<file path="config.mk">
export PLATFORM = sky130hd
export DESIGN_NAME = http_chunked_body_decoder
export DESIGN_NICKNAME = d
export VERILOG_FILES = /design/src/sv/hcbd_pkg.sv /design/src/sv/http_chunked_body_decoder.sv
export SDC_FILE = /design/constraint.sdc
export NUM_CORES = 1
export LEC_CHECK = 0
export BUFFER_PORTS_ARGS = -buffer_cell sky130_fd_sc_hd__buf_4
export CAP_MARGIN = 20
export CORE_MARGIN = 10
export CORE_UTILIZATION = 55
export CTS_BUF_LIST = sky130_fd_sc_hd__clkbuf_2 sky130_fd_sc_hd__clkbuf_4 sky130_fd_sc_hd__clkbuf_8
export DETAILED_ROUTE_END_ITERATION = 8
export HOLD_SLACK_MARGIN = 0.15
export PLACE_DENSITY = 0.81
export SLEW_MARGIN = 40
export SYNTH_ARGS = -nofsm -noshare
export SYNTH_HDL_FRONTEND = slang
export SYNTH_SLANG_ARGS = --single-unit
</file>
<file path="constraint.sdc">
create_clock -name clk -period 5.9 [get_ports clk]
set_input_delay 0.885 -clock clk [delete_from_list [all_inputs] [get_ports clk]]
set_output_delay 0.885 -clock clk [all_outputs]
set_load 0.05 [all_outputs]
</file>
<file path="src/sv/hcbd_pkg.sv">
package hcbd_pkg;

    localparam int COUNT_BITS = 32;

    localparam logic [7:0] CH_CR   = 8'd13;
    localparam logic [7:0] CH_LF   = 8'd10;
    localparam logic [7:0] CH_SEMI = 8'd59;

    typedef enum logic [1:0] {
        OUT_RUNNING    = 2'd0,
        OUT_COMPLETE   = 2'd1,
        OUT_INCOMPLETE = 2'd2,
        OUT_MALFORMED  = 2'd3
    } outcome_t;

    typedef enum logic [9:0] {
        PH_SIZE      = 10'b00_0000_0001,
        PH_EXT       = 10'b00_0000_0010,
        PH_SIZE_CR   = 10'b00_0000_0100,
        PH_DATA      = 10'b00_0000_1000,
        PH_DATA_END  = 10'b00_0001_0000,
        PH_DATA_CR   = 10'b00_0010_0000,
        PH_TRL_START = 10'b00_0100_0000,
        PH_TRL_LINE  = 10'b00_1000_0000,
        PH_TRL_CR    = 10'b01_0000_0000,
        PH_FINAL_CR  = 10'b10_0000_0000
    } phase_t;

    typedef struct packed {
        logic       ok;
        logic [3:0] val;
    } hex_t;

    function automatic hex_t hex_value(input logic [7:0] c);
        hex_t h;
        h.ok  = 1'b1;
        h.val = 4'd0;
        if (c >= 8'h30 && c <= 8'h39)
        begin
            h.val = 4'(c - 8'h30);
        end
        else if (c >= 8'h41 && c <= 8'h46)
        begin
            h.val = 4'(c - 8'h37);
        end
        else if (c >= 8'h61 && c <= 8'h66)
        begin
            h.val = 4'(c - 8'h57);
        end
        else
        begin
            h.ok = 1'b0;
        end
        return h;
    endfunction

endpackage

</file>
<file path="src/sv/http_chunked_body_decoder.sv">
// channel   dir  tdata                    tuser                            tlast
// s_axis    in   [7:0] data_byte          -                                is_last
// m_axis    out  [7:0] payload_byte       [0] payload_valid, [2:1] outcome -
//
// one result per request; a request waits in the input register and
// its result is written to the output register on the next advance
// sustained rate is one request per cycle while m_axis is not stalled, limited by the single state update
// rst_n clears the parser state and both pipeline valid bits asynchronously
// a stalled m_axis holds its result; s_axis keeps taking a request while the
// input register is empty or moving forward
module http_chunked_body_decoder
    import hcbd_pkg::*;
(
    input  logic       clk,
    input  logic       rst_n,
    input  logic       s_axis_tvalid,
    output logic       s_axis_tready,
    input  logic [7:0] s_axis_tdata,   // [7:0] data_byte
    input  logic       s_axis_tlast,   // is_last
    output logic       m_axis_tvalid,
    input  logic       m_axis_tready,
    output logic [7:0] m_axis_tdata,   // [7:0] payload_byte
    output logic [2:0] m_axis_tuser    // [0] payload_valid, [2:1] outcome
);

    logic       in_valid_reg, in_valid_next;
    logic [7:0] in_byte_reg;
    logic       in_last_reg;

    logic       out_valid_reg, out_valid_next;
    logic [7:0] out_byte_reg, out_byte_next;
    logic       out_flag_reg, out_flag_next;
    outcome_t   out_outcome_reg, out_outcome_next;

    phase_t                  phase_reg, phase_next;
    logic [COUNT_BITS-1:0]   count_reg, count_next;
    logic                    digit_seen_reg, digit_seen_next;
    outcome_t                latched_reg, latched_next;

    phase_t                  ph_step;
    logic [COUNT_BITS-1:0]   cnt_step;
    logic [COUNT_BITS-1:0]   cnt_dec;
    logic                    dig_step;
    outcome_t                lat_step;
    outcome_t                res_outcome;
    logic                    pay_step;
    hex_t                    hx;
    logic                    is_eol;
    logic                    in_acc;
    logic                    advance;

    assign advance       = in_valid_reg && (!out_valid_reg || m_axis_tready);
    assign s_axis_tready = !in_valid_reg || advance;
    assign in_acc        = s_axis_tvalid && s_axis_tready;

    assign hx      = hex_value(in_byte_reg);
    assign is_eol  = (in_byte_reg == CH_CR) || (in_byte_reg == CH_LF);
    assign cnt_dec = count_reg - COUNT_BITS'(1);

    always_comb
    begin
        ph_step  = phase_reg;
        cnt_step = count_reg;
        dig_step = digit_seen_reg;
        lat_step = latched_reg;
        pay_step = 1'b0;
        if (latched_reg == OUT_RUNNING)
        begin
            case (phase_reg)
                PH_SIZE, PH_EXT:
                begin
                    if (phase_reg == PH_SIZE && hx.ok)
                    begin
                        // a nonzero top nibble would be shifted out
                        if (count_reg[COUNT_BITS-1 -: 4] != 4'd0)
                        begin
                            lat_step = OUT_MALFORMED;
                        end
                        else
                        begin
                            cnt_step = {count_reg[COUNT_BITS-5:0], hx.val};
                            dig_step = 1'b1;
                        end
                    end
                    else if (phase_reg == PH_SIZE && in_byte_reg == CH_SEMI)
                    begin
                        ph_step = PH_EXT;
                    end
                    else if (is_eol)
                    begin
                        if (!digit_seen_reg)
                        begin
                            lat_step = OUT_MALFORMED;
                        end
                        else if (in_byte_reg == CH_CR)
                        begin
                            ph_step = PH_SIZE_CR;
                        end
                        else
                        begin
                            ph_step = (count_reg == '0) ? PH_TRL_START : PH_DATA;
                        end
                    end
                    else if (phase_reg == PH_SIZE)
                    begin
                        lat_step = OUT_MALFORMED;
                    end
                end
                PH_SIZE_CR:
                begin
                    if (in_byte_reg == CH_LF)
                    begin
                        ph_step = (count_reg == '0) ? PH_TRL_START : PH_DATA;
                    end
                    else
                    begin
                        lat_step = OUT_MALFORMED;
                    end
                end
                PH_DATA:
                begin
                    cnt_step = cnt_dec;
                    pay_step = 1'b1;
                    if (cnt_dec == '0)
                    begin
                        ph_step = PH_DATA_END;
                    end
                end
                PH_DATA_END:
                begin
                    if (in_byte_reg == CH_CR)
                    begin
                        ph_step = PH_DATA_CR;
                    end
                    else if (in_byte_reg == CH_LF)
                    begin
                        ph_step  = PH_SIZE;
                        cnt_step = '0;
                        dig_step = 1'b0;
                    end
                    else
                    begin
                        lat_step = OUT_MALFORMED;
                    end
                end
                PH_DATA_CR:
                begin
                    if (in_byte_reg == CH_LF)
                    begin
                        ph_step  = PH_SIZE;
                        cnt_step = '0;
                        dig_step = 1'b0;
                    end
                    else
                    begin
                        lat_step = OUT_MALFORMED;
                    end
                end
                PH_TRL_START:
                begin
                    if (in_byte_reg == CH_CR)
                    begin
                        ph_step = PH_FINAL_CR;
                    end
                    else if (in_byte_reg == CH_LF)
                    begin
                        lat_step = OUT_COMPLETE;
                    end
                    else
                    begin
                        ph_step = PH_TRL_LINE;
                    end
                end
                PH_TRL_LINE:
                begin
                    if (in_byte_reg == CH_CR)
                    begin
                        ph_step = PH_TRL_CR;
                    end
                    else if (in_byte_reg == CH_LF)
                    begin
                        ph_step = PH_TRL_START;
                    end
                end
                PH_TRL_CR:
                begin
                    if (in_byte_reg == CH_LF)
                    begin
                        ph_step = PH_TRL_START;
                    end
                    else
                    begin
                        lat_step = OUT_MALFORMED;
                    end
                end
                PH_FINAL_CR:
                begin
                    lat_step = (in_byte_reg == CH_LF) ? OUT_COMPLETE : OUT_MALFORMED;
                end
                default:
                begin
                    lat_step = OUT_MALFORMED;
                end
            endcase
        end
    end

    always_comb
    begin
        res_outcome = lat_step;
        if (in_last_reg && lat_step == OUT_RUNNING)
        begin
            res_outcome = OUT_INCOMPLETE;
        end
    end

    always_comb
    begin
        in_valid_next    = in_valid_reg;
        out_valid_next   = out_valid_reg;
        out_byte_next    = out_byte_reg;
        out_flag_next    = out_flag_reg;
        out_outcome_next = out_outcome_reg;
        phase_next       = phase_reg;
        count_next       = count_reg;
        digit_seen_next  = digit_seen_reg;
        latched_next     = latched_reg;

        if (out_valid_reg && m_axis_tready)
        begin
            out_valid_next = 1'b0;
        end
        if (advance)
        begin
            in_valid_next    = 1'b0;
            out_valid_next   = 1'b1;
            out_byte_next    = pay_step ? in_byte_reg : 8'd0;
            out_flag_next    = pay_step;
            out_outcome_next = res_outcome;
            if (in_last_reg)
            begin
                // end of buffer puts the parser back to its reset state
                phase_next      = PH_SIZE;
                count_next      = '0;
                digit_seen_next = 1'b0;
                latched_next    = OUT_RUNNING;
            end
            else
            begin
                phase_next      = ph_step;
                count_next      = cnt_step;
                digit_seen_next = dig_step;
                latched_next    = lat_step;
            end
        end
        if (in_acc)
        begin
            in_valid_next = 1'b1;
        end
    end

    always_ff @(posedge clk or negedge rst_n)
    begin
        if (!rst_n)
        begin
            in_valid_reg    <= 1'b0;
            out_valid_reg   <= 1'b0;
            phase_reg       <= PH_SIZE;
            count_reg       <= '0;
            digit_seen_reg  <= 1'b0;
            latched_reg     <= OUT_RUNNING;
        end
        else
        begin
            in_valid_reg    <= in_valid_next;
            out_valid_reg   <= out_valid_next;
            phase_reg       <= phase_next;
            count_reg       <= count_next;
            digit_seen_reg  <= digit_seen_next;
            latched_reg     <= latched_next;
        end
    end

    always_ff @(posedge clk)
    begin
        if (in_acc)
        begin
            in_byte_reg <= s_axis_tdata;
            in_last_reg <= s_axis_tlast;
        end
        out_byte_reg    <= out_byte_next;
        out_flag_reg    <= out_flag_next;
        out_outcome_reg <= out_outcome_next;
    end

    assign m_axis_tvalid = out_valid_reg;
    assign m_axis_tdata  = out_byte_reg;
    assign m_axis_tuser  = {out_outcome_reg, out_flag_reg};

endmodule

</file>
==> run metrics, run 1 <==
crit path from=count_reg[1]$_DFFE_PN0P_; CTS root buf=clkbuf_8; ANT cells=0; final instance area=0.004960 mm²; warnings from Yosys=0; syn_nets=528; fin crit share=0.6962; global route total overflow=0; WL/cell=20.32 µm; Max FO, Critical Path=10; max reg flops=32; startpoint types=flop; DP HPWL=8640 µm; DR iter-0 viols=391; clock power share=0.318; sequential fraction of the synthesis area=0.3835; RSZ-0062 raised after global routing=false; maximum vdd ir drop=183.7 µV; number of synthesized register bits=67; ys async rst share=0.7015; reg-to-reg startpoint=count_reg[1]$_DFFE_PN0P_; CTS buffer count=9; DP Area=0.004730 mm²; Setup crit end kind=flop; reg2reg end=phase_reg[5]$_DFFE_PN0P_; part of the power in registers=0.424; status=finished, final reports clean; combinational share of power=0.258; initial antenna violation count=0; Max clock buf depth=2; worst slew pin tran=0.7118 ns; Mapped Cells=509; clock slew at reported path FFs=0.08 ns; Die Y=111.8 µm; Synth Area per Inst=9.107 µm²; Setup TNS=0 ns; CTS H-tree depth=3; flop2flop setup slack=1.79 ns; hold_ws=0.5230 ns; die width=111.8 µm; final setup violation count=0; Pleak=1.962 nW; cells on worst reg2reg path=10; Post-layout nets=525; Layout area overhead=6.991%; Switching Share=0.3453; drc violations=0; clock skew=0.01415 ns; Core Util, Final=0.6036; routed wire length=12520 µm; Pre-Repair DR Iteration Count=5; final hold vios=0; CP required=6.14 ns; row count=33; num ports=26; largest net degree at the start of global routing=48; clock latency on the worst-skew pair=0.36 ns; Hold Path Class=input port to async pin; Yosys cell types=74; P_sw=0.0004671 W; crit path time final=4.108 ns; CP Class=flop to flop; Initial Util=0.5642; Int Pwr=0.0008857 W; Critical Path Sink=phase_reg[5]$_DFFE_PN0P_; fin. max-slew vios=0; Pwr Density=272.7 mW/mm²; layout cells sized above 1=0.1566; Post-CTS Hold Fix Bufs=0; clk sinks=67; EDFF count, synth=20; overall power of the completed layout=0.001353 W; vias in the first global route=4081; Worst slew margin=0.5211; global-route wire length before repair=20910 µm; die area=0.01250 mm²; critical path data arrival time=4.35 ns; Core Region=0.008217 mm²; post-route ant nets=0; max cap viols=0; Buffers on Ports=25; Post-CTS Setup Bufs=0; Synth Flop Type=dfrtp_1; fmax=243.4 MHz; GP Congestion=0.9612; Vias/cell=6.821; All-Layer GR Usage=0.1965; CTS tree=yes; CTS resizes=0; via count=4202; Syn Std Cell Area=0.004636 mm²
metrics by stage:
step           worst slack (ns)  std cells
2_1_floorplan             2.016        509
3_3_place_gp              1.979        600
4_1_cts                   1.849        616
5_1_grt                   1.607        616
3_5_place_dp              1.862        600
6_report                  1.792        616
cells in the mapped netlist (7+ instances only):
master	count	area share
a21oi_1	21	0.023
a22oi_1	18	0.029
and3_1	10	0.013
clkbuf_1	26	0.021
dfrtp_1	46	0.25
edfxtp_1	20	0.13
inv_1	13	0.011
mux2_2	8	0.019
nand2_1	26	0.021
nand2b_1	7	0.0094
nand3_1	12	0.013
nand4_1	14	0.019
nor2_1	35	0.028
nor3_1	32	0.035
nor4_1	21	0.028
o21ai_0	38	0.041
o2bb2ai_1	19	0.036
xnor2_1	14	0.026
xor2_1	13	0.025
worst min path at each step:
| stage | start | end | slack, ns | cells after the start |
|---|---|---|---|---|
| after floorplan | in_valid_reg$_DFFE_PN0P_ | m_axis_tvalid$_DFFE_PN0P_ | 0.48 | 1 |
| after global placement | in_valid_reg$_DFFE_PN0P_ | m_axis_tvalid$_DFFE_PN0P_ | 0.49 | 1 |
| after detailed placement | in_valid_reg$_DFFE_PN0P_ | m_axis_tvalid$_DFFE_PN0P_ | 0.53 | 1 |
| after CTS | in_valid_reg$_DFFE_PN0P_ | m_axis_tvalid$_DFFE_PN0P_ | 0.54 | 1 |
| after global routing | in_valid_reg$_DFFE_PN0P_ | m_axis_tvalid$_DFFE_PN0P_ | 0.54 | 1 |
| final | rst_n | count_reg[20]$_DFFE_PN0P_ | 0.52 | 1 |
power by group through the flow:
| stage | Clock (W) | Sequential [W] | Combinational (W) |
|---|---|---|---|
| after floorplan | 0 | 0.000582 | 0.000260 |
| after global placement | 0 | 0.000577 | 0.000332 |
| after detailed placement | 0 | 0.000579 | 0.000342 |
| after CTS | 0.000438 | 0.000569 | 0.000343 |
| after global routing | 0.000456 | 0.000577 | 0.000377 |
| final | 0.000430 | 0.000573 | 0.000349 |
placed cells by master (no fill, tap or decap), drive strengths merged, types with 3 or more instances in the layout:
cell,synthesis,final
a211oi,5,5
a21oi,22,22
a22oi,18,18
a31oi,3,3
a32o,4,4
a32oi,3,3
and2,6,6
and3,11,11
buf,10,28
clkbuf,31,10
clkinv,0,3
dfrtp,46,46
edfxtp,20,20
ha,6,6
inv,13,13
mux2,8,8
nand2,27,27
nand2b,7,7
nand3,12,12
nand3b,5,5
nand4,14,14
nand4b,5,5
nor2,35,35
nor3,32,32
nor3b,3,3
nor4,22,22
nor4b,3,3
o21a,3,3
o21ai,39,39
o21bai,3,3
o2bb2ai,19,19
o31ai,4,4
or3,7,7
or4,7,7
xnor2,14,14
xor2,13,13
worst max-delay path: stages, from the launching register on:
cell and delay, ns:
dfrtp_1 0.44, inv_1 0.10, ha_1 0.34, or4b_2 0.63
or3_2 0.57, nor3_1 0.26, xnor2_1 0.22, nand4_1 0.16
or4_4 0.58, a21oi_4 0.32, mux2_2 0.38
layer usage:
layer | wire length [µm] | global-route usage | vias up
li1 | - | - | 1925
met4 | 386 | 0.09769 | 0
met2 | 5970 | 0.3104 | 212
met1 | 5302 | 0.2511 | 2032
met3 | 854 | 0.03650 | 33
met5 | 0 | 0 | -
cell families after synthesis:
kind of cell | Yosys count | synth area share
and+or+nand+nor | 207 | 0.2567
DFF | 67 | 0.3835
adders and majority gates | 6 | 0.01619
xor gates and xnor gates | 27 | 0.05101
buffers and inverters | 55 | 0.06613
AOI/OAI and AO/OA | 138 | 0.2049
muxes | 9 | 0.02159
area by class of cell:
class	count	area (µm²)
Inverter	13	48.80
Clock inverter	6	90.09
Timing Repair Buffer	28	210.2
Tap cell	105	131.4
Fill cell	712	3257
Clock buffer	10	131.4
Multi-Input combinational cell	387	2570
Sequential cell	67	1778
No activity file was read; power rests on OpenSTA's default activity.
==> run 2, diff against run 1 <==
- clock period: 5.9 -> 4.29 ns (I/O delays scaled with it)
==> run metrics, run 2 (synthesized netlist as in run 1, its figures left out) <==
drc violations=0; worst slew pin tran=0.7538 ns; Setup crit end kind=flop; crit path time final=3.866 ns; met2 routed WL=5894 µm; cells on worst reg2reg path=10; routed wire length=12580 µm; Pleak=2.010 nW; metal3 WL=900 µm; Switching Share=0.3430; DR iter-0 viols=327; Vias/cell=6.724; final setup violation count=0; Max FO, Critical Path=10; post-route ant nets=0; M1 WL=5339 µm; Post-layout nets=533; clock latency on the worst-skew pair=0.35 ns; initial antenna violation count=0; WL/cell=20.16 µm; Pwr Density=388.0 mW/mm²; clock skew=0.01167 ns; die width=111.8 µm; Top Metal Used=met4; RSZ-0062 raised after global routing=false; dpl cells=608; final hold vios=0; GP Congestion=0.9482; max cap viols=0; Post-CTS Setup Bufs=0; num ports=26; critical-path cell with the highest stage delay=or4b_2; CP required=4.52 ns; fin crit share=0.9012; clk sinks=67; largest net degree at the start of global routing=48; CTS H-tree depth=3; vias in the first global route=4116; hold_ws=0.3025 ns; CP max stage delay=0.62 ns; most common cell after layout, fill and taps aside=dfrtp_1; ANT cells=0; P_sw=0.0006698 W; status=finished, final reports clean; startpoint types=flop; Buffers on Ports=25; via count=4196; row count=33; global route total overflow=0; CTS buffer count=9; global-route wire length before repair=20640 µm; Layout area overhead=8.583%; Int Pwr=0.001283 W; clock power share=0.343; All-Layer GR Usage=0.1945; CTS tree=yes; CP Class=flop to flop; DP HPWL=8863 µm; fin. max-slew vios=0; critical path cell sequence=inv_1, ha_1, or4b_2, or3_2, nor4_1, xnor2_1, nand3_1, or4_4, a21oi_4, mux2_2; layout cells sized above 1=0.1599; Core Util, Final=0.6126; commonest non-fill, non-tap cells in the layout=dfrtp_1, o21ai_0, buf_4; clock slew at reported path FFs=0.09 ns; post-route insts no fill=624; Post-CTS Hold Fix Bufs=0; CTS root buf=clkbuf_8; fmax=258.7 MHz; Max clock buf depth=2; Die Y=111.8 µm; Setup TNS=0 ns; Hold Path Class=input port to async pin; maximum vdd ir drop=239.6 µV; CTS resizes=0; Initial Util=0.5642; Worst slew margin=0.4928; combinational share of power=0.254; max reg flops=32; Pre-Repair DR Iteration Count=5; Core Region=0.008217 mm²; part of the power in registers=0.402; flop2flop setup slack=0.42 ns; critical path data arrival time=4.10 ns; die area=0.01250 mm²
-- run 2: power groups by stage --
stage,Clock [W],Combinational (W),Sequential (W)
2_1_floorplan,0,0.000357,0.000801
3_3_place_gp,0,0.000476,0.000793
3_5_place_dp,0,0.000486,0.000796
4_1_cts,0.000677,0.000488,0.000783
5_1_grt,0.000705,0.000539,0.000793
6_report,0.000671,0.000497,0.000786
-- run 2: routing by layer --
metal | vias up | track usage
li1 | 1942 | -
met3 | 38 | 0.02952
met1 | 2012 | 0.2497
met5 | - | 0
met2 | 204 | 0.3135
met4 | 0 | 0.09083
-- run 2: through the flow --
step           setup slack [ns]  power (W)  cell area (µm²)
5_1_grt                  0.2760   0.002037             5034
3_5_place_dp             0.4451   0.001282             4786
2_1_floorplan            0.4061   0.001158             4636
3_3_place_gp             0.5301   0.001270             4786
4_1_cts                  0.4286   0.001949             5034
6_report                 0.4240   0.001953             5034
-- run 2: final cells by class --
cell class / count / area, µm²
Clock buffer: 9 / 123.9
Inverter: 13 / 48.80
Fill cell: 712 / 3183
Tap cell: 105 / 131.4
Clock inverter: 7 / 123.9
Sequential cell: 67 / 1778
Timing Repair Buffer: 36 / 270.3
Multi-Input combinational cell: 387 / 2557
-- run 2: final timing paths --
check | from | endpoint
worst max-delay path | count_reg[0]$_DFFE_PN0P_ | phase_reg[5]$_DFFE_PN0P_
worst min-delay path | rst_n | count_reg[22]$_DFFE_PN0P_
worst max register to register | count_reg[0]$_DFFE_PN0P_ | phase_reg[5]$_DFFE_PN0P_
worst min register to register | in_valid_reg$_DFFE_PN0P_ | m_axis_tvalid$_DFFE_PN0P_
max in group asynchronous | rst_n | phase_reg[2]$_DFFE_PN0P_
min in group clk | s_axis_tdata[2] | in_byte_reg[2]$_DFFE_PP_
-- run 2: critical path, delay by kind of cell (launching register included) --
kind | cells | cell delay (ns)
xor gates and xnor gates | 1 | 0.19
muxes | 1 | 0.37
buffers and inverters | 1 | 0.09
AOI/OAI and AO/OA | 1 | 0.31
and+or+nand+nor | 5 | 2.16
DFF | 1 | 0.47
adders and majority gates | 1 | 0.17
==> run 3, diff against run 2 <==
- CORE_UTILIZATION: 55 -> 64
- PLACE_DENSITY: 0.81 -> 0.91
==> run metrics, run 3 (synthesized netlist as in run 1, its figures left out) <==
Setup TNS=0 ns; dpl cells=595; Initial Util=0.6712; drc violations=0; Max clock buf depth=2; DR iter-0 viols=579; maximum vdd ir drop=196.7 µV; commonest non-fill, non-tap cells in the layout=dfrtp_1, o21ai_0, nor2_1; vias in the first global route=4172; row count=30; CTS buffer count=9; num ports=26; Vias/cell=6.956; PnR worst setup slack=0.1224 ns; pre-CTS WS=0.2074 ns; CTS H-tree depth=3; fin. max-slew vios=0; startpoint types=flop; Max FO, Critical Path=10; layout cells sized above 1=0.1553; CTS root buf=clkbuf_8; die area=0.01105 mm²; CTS tree=yes; RSZ-0062 raised after global routing=false; post-route insts no fill=611; Core Region=0.006907 mm²; Post-CTS Hold Fix Bufs=0; Reg area=0.001778 mm²; Setup crit end kind=flop; critical path data arrival time=4.41 ns; CTS resizes=0; via count=4250; clock latency on the worst-skew pair=0.36 ns; most common cell after layout, fill and taps aside=dfrtp_1; Pre-Repair DR Iteration Count=6; All-Layer GR Usage=0.2193; DP HPWL=8199 µm; max cap viols=0; max reg flops=32; area occupied by multi-input gates=0.002562 mm²; ANT cells=0; clock slew at reported path FFs=0.08 ns; die width=105.1 µm; fin crit share=0.9715; global-route wire length before repair=20140 µm; Layout area overhead=6.802%; final setup violation count=0; Buffers on Ports=25; crit path time final=4.168 ns; initial antenna violation count=0; routed wire length=12090 µm; clock skew=0.01033 ns; clk sinks=67; Post-CTS Setup Bufs=0; largest net degree at the start of global routing=48; WL/cell=19.79 µm; global route total overflow=0; fmax=239.9 MHz; Pwr Density=369.8 mW/mm²; Die Y=105.1 µm; Hold Path Class=input port to async pin; post-route ant nets=0; Worst slew margin=0.4472; CP required=4.53 ns; worst slew pin tran=0.8217 ns; Filler Cell Count=528; status=finished, final reports clean; CP Class=flop to flop; Pleak=1.969 nW; GP Congestion=0.9749; Post-layout nets=529; final hold vios=0
run 3: metrics by stage:
stage          power, W  hold slack (ns)  utilization  instance area [µm²]
6_report       0.001831           0.2824       0.7168                 4951
5_1_grt        0.001916           0.3140       0.7168                 4951
4_1_cts        0.001823           0.3065       0.7168                 4951
3_5_place_dp   0.001284           0.5250       0.6877                 4750
3_3_place_gp   0.001266           0.5024       0.6870                 4745
2_1_floorplan  0.001158           0.3479            -                 4636
run 3: path summary, 6_finish.rpt:
| path | from | end | slack [ns] | cells past startpoint |
|---|---|---|---|---|
| worst max-delay path | count_reg[0]$_DFFE_PN0P_ | phase_reg[1]$_DFFE_PN0P_ | 0.12 | 10 |
| worst min-delay path | rst_n | latched_reg[0]$_DFFE_PN0P_ | 0.28 | 1 |
| worst max register to register | count_reg[0]$_DFFE_PN0P_ | phase_reg[1]$_DFFE_PN0P_ | 0.12 | 10 |
| worst min register to register | in_valid_reg$_DFFE_PN0P_ | m_axis_tvalid$_DFFE_PN0P_ | 0.53 | 1 |
| max in group asynchronous | rst_n | count_reg[9]$_DFFE_PN0P_ | 3.58 | 1 |
| min in group clk | s_axis_tdata[2] | in_byte_reg[2]$_DFFE_PP_ | 0.46 | 1 |
run 3: cell type report:
type / count / area share
Clock buffer: 10 / 0.02780
Timing Repair Buffer: 32 / 0.04852
Multi-Input combinational cell: 387 / 0.5176
Clock inverter: 6 / 0.01289
Inverter: 13 / 0.009856
Tap cell: 96 / 0.02426
Sequential cell: 67 / 0.3591
run 3: worst max-delay path: stages, from the launching register on:
cell and delay, ns:
dfrtp_1 0.47, inv_1 0.09, ha_1 0.32, or4b_2 0.63, or3_2 0.58, nor4_1 0.45
xnor2_1 0.19, nand3_1 0.12, or4_4 0.46, a21oi_4 0.35, mux2_2 0.38
run 3: metal layers:
layer  track usage  routed length (µm)
met3       0.04607                1010
met5             0                   0
met1        0.2627                4877
met4        0.1235                 399
met2        0.3581                5804
run 3: power by group:
| part | internal, W | switching [W] |
|---|---|---|
| clock network | 0.000284 | 0.000258 |
| registers | 0.000717 | 0.0000691 |
| logic | 0.000185 | 0.000318 |
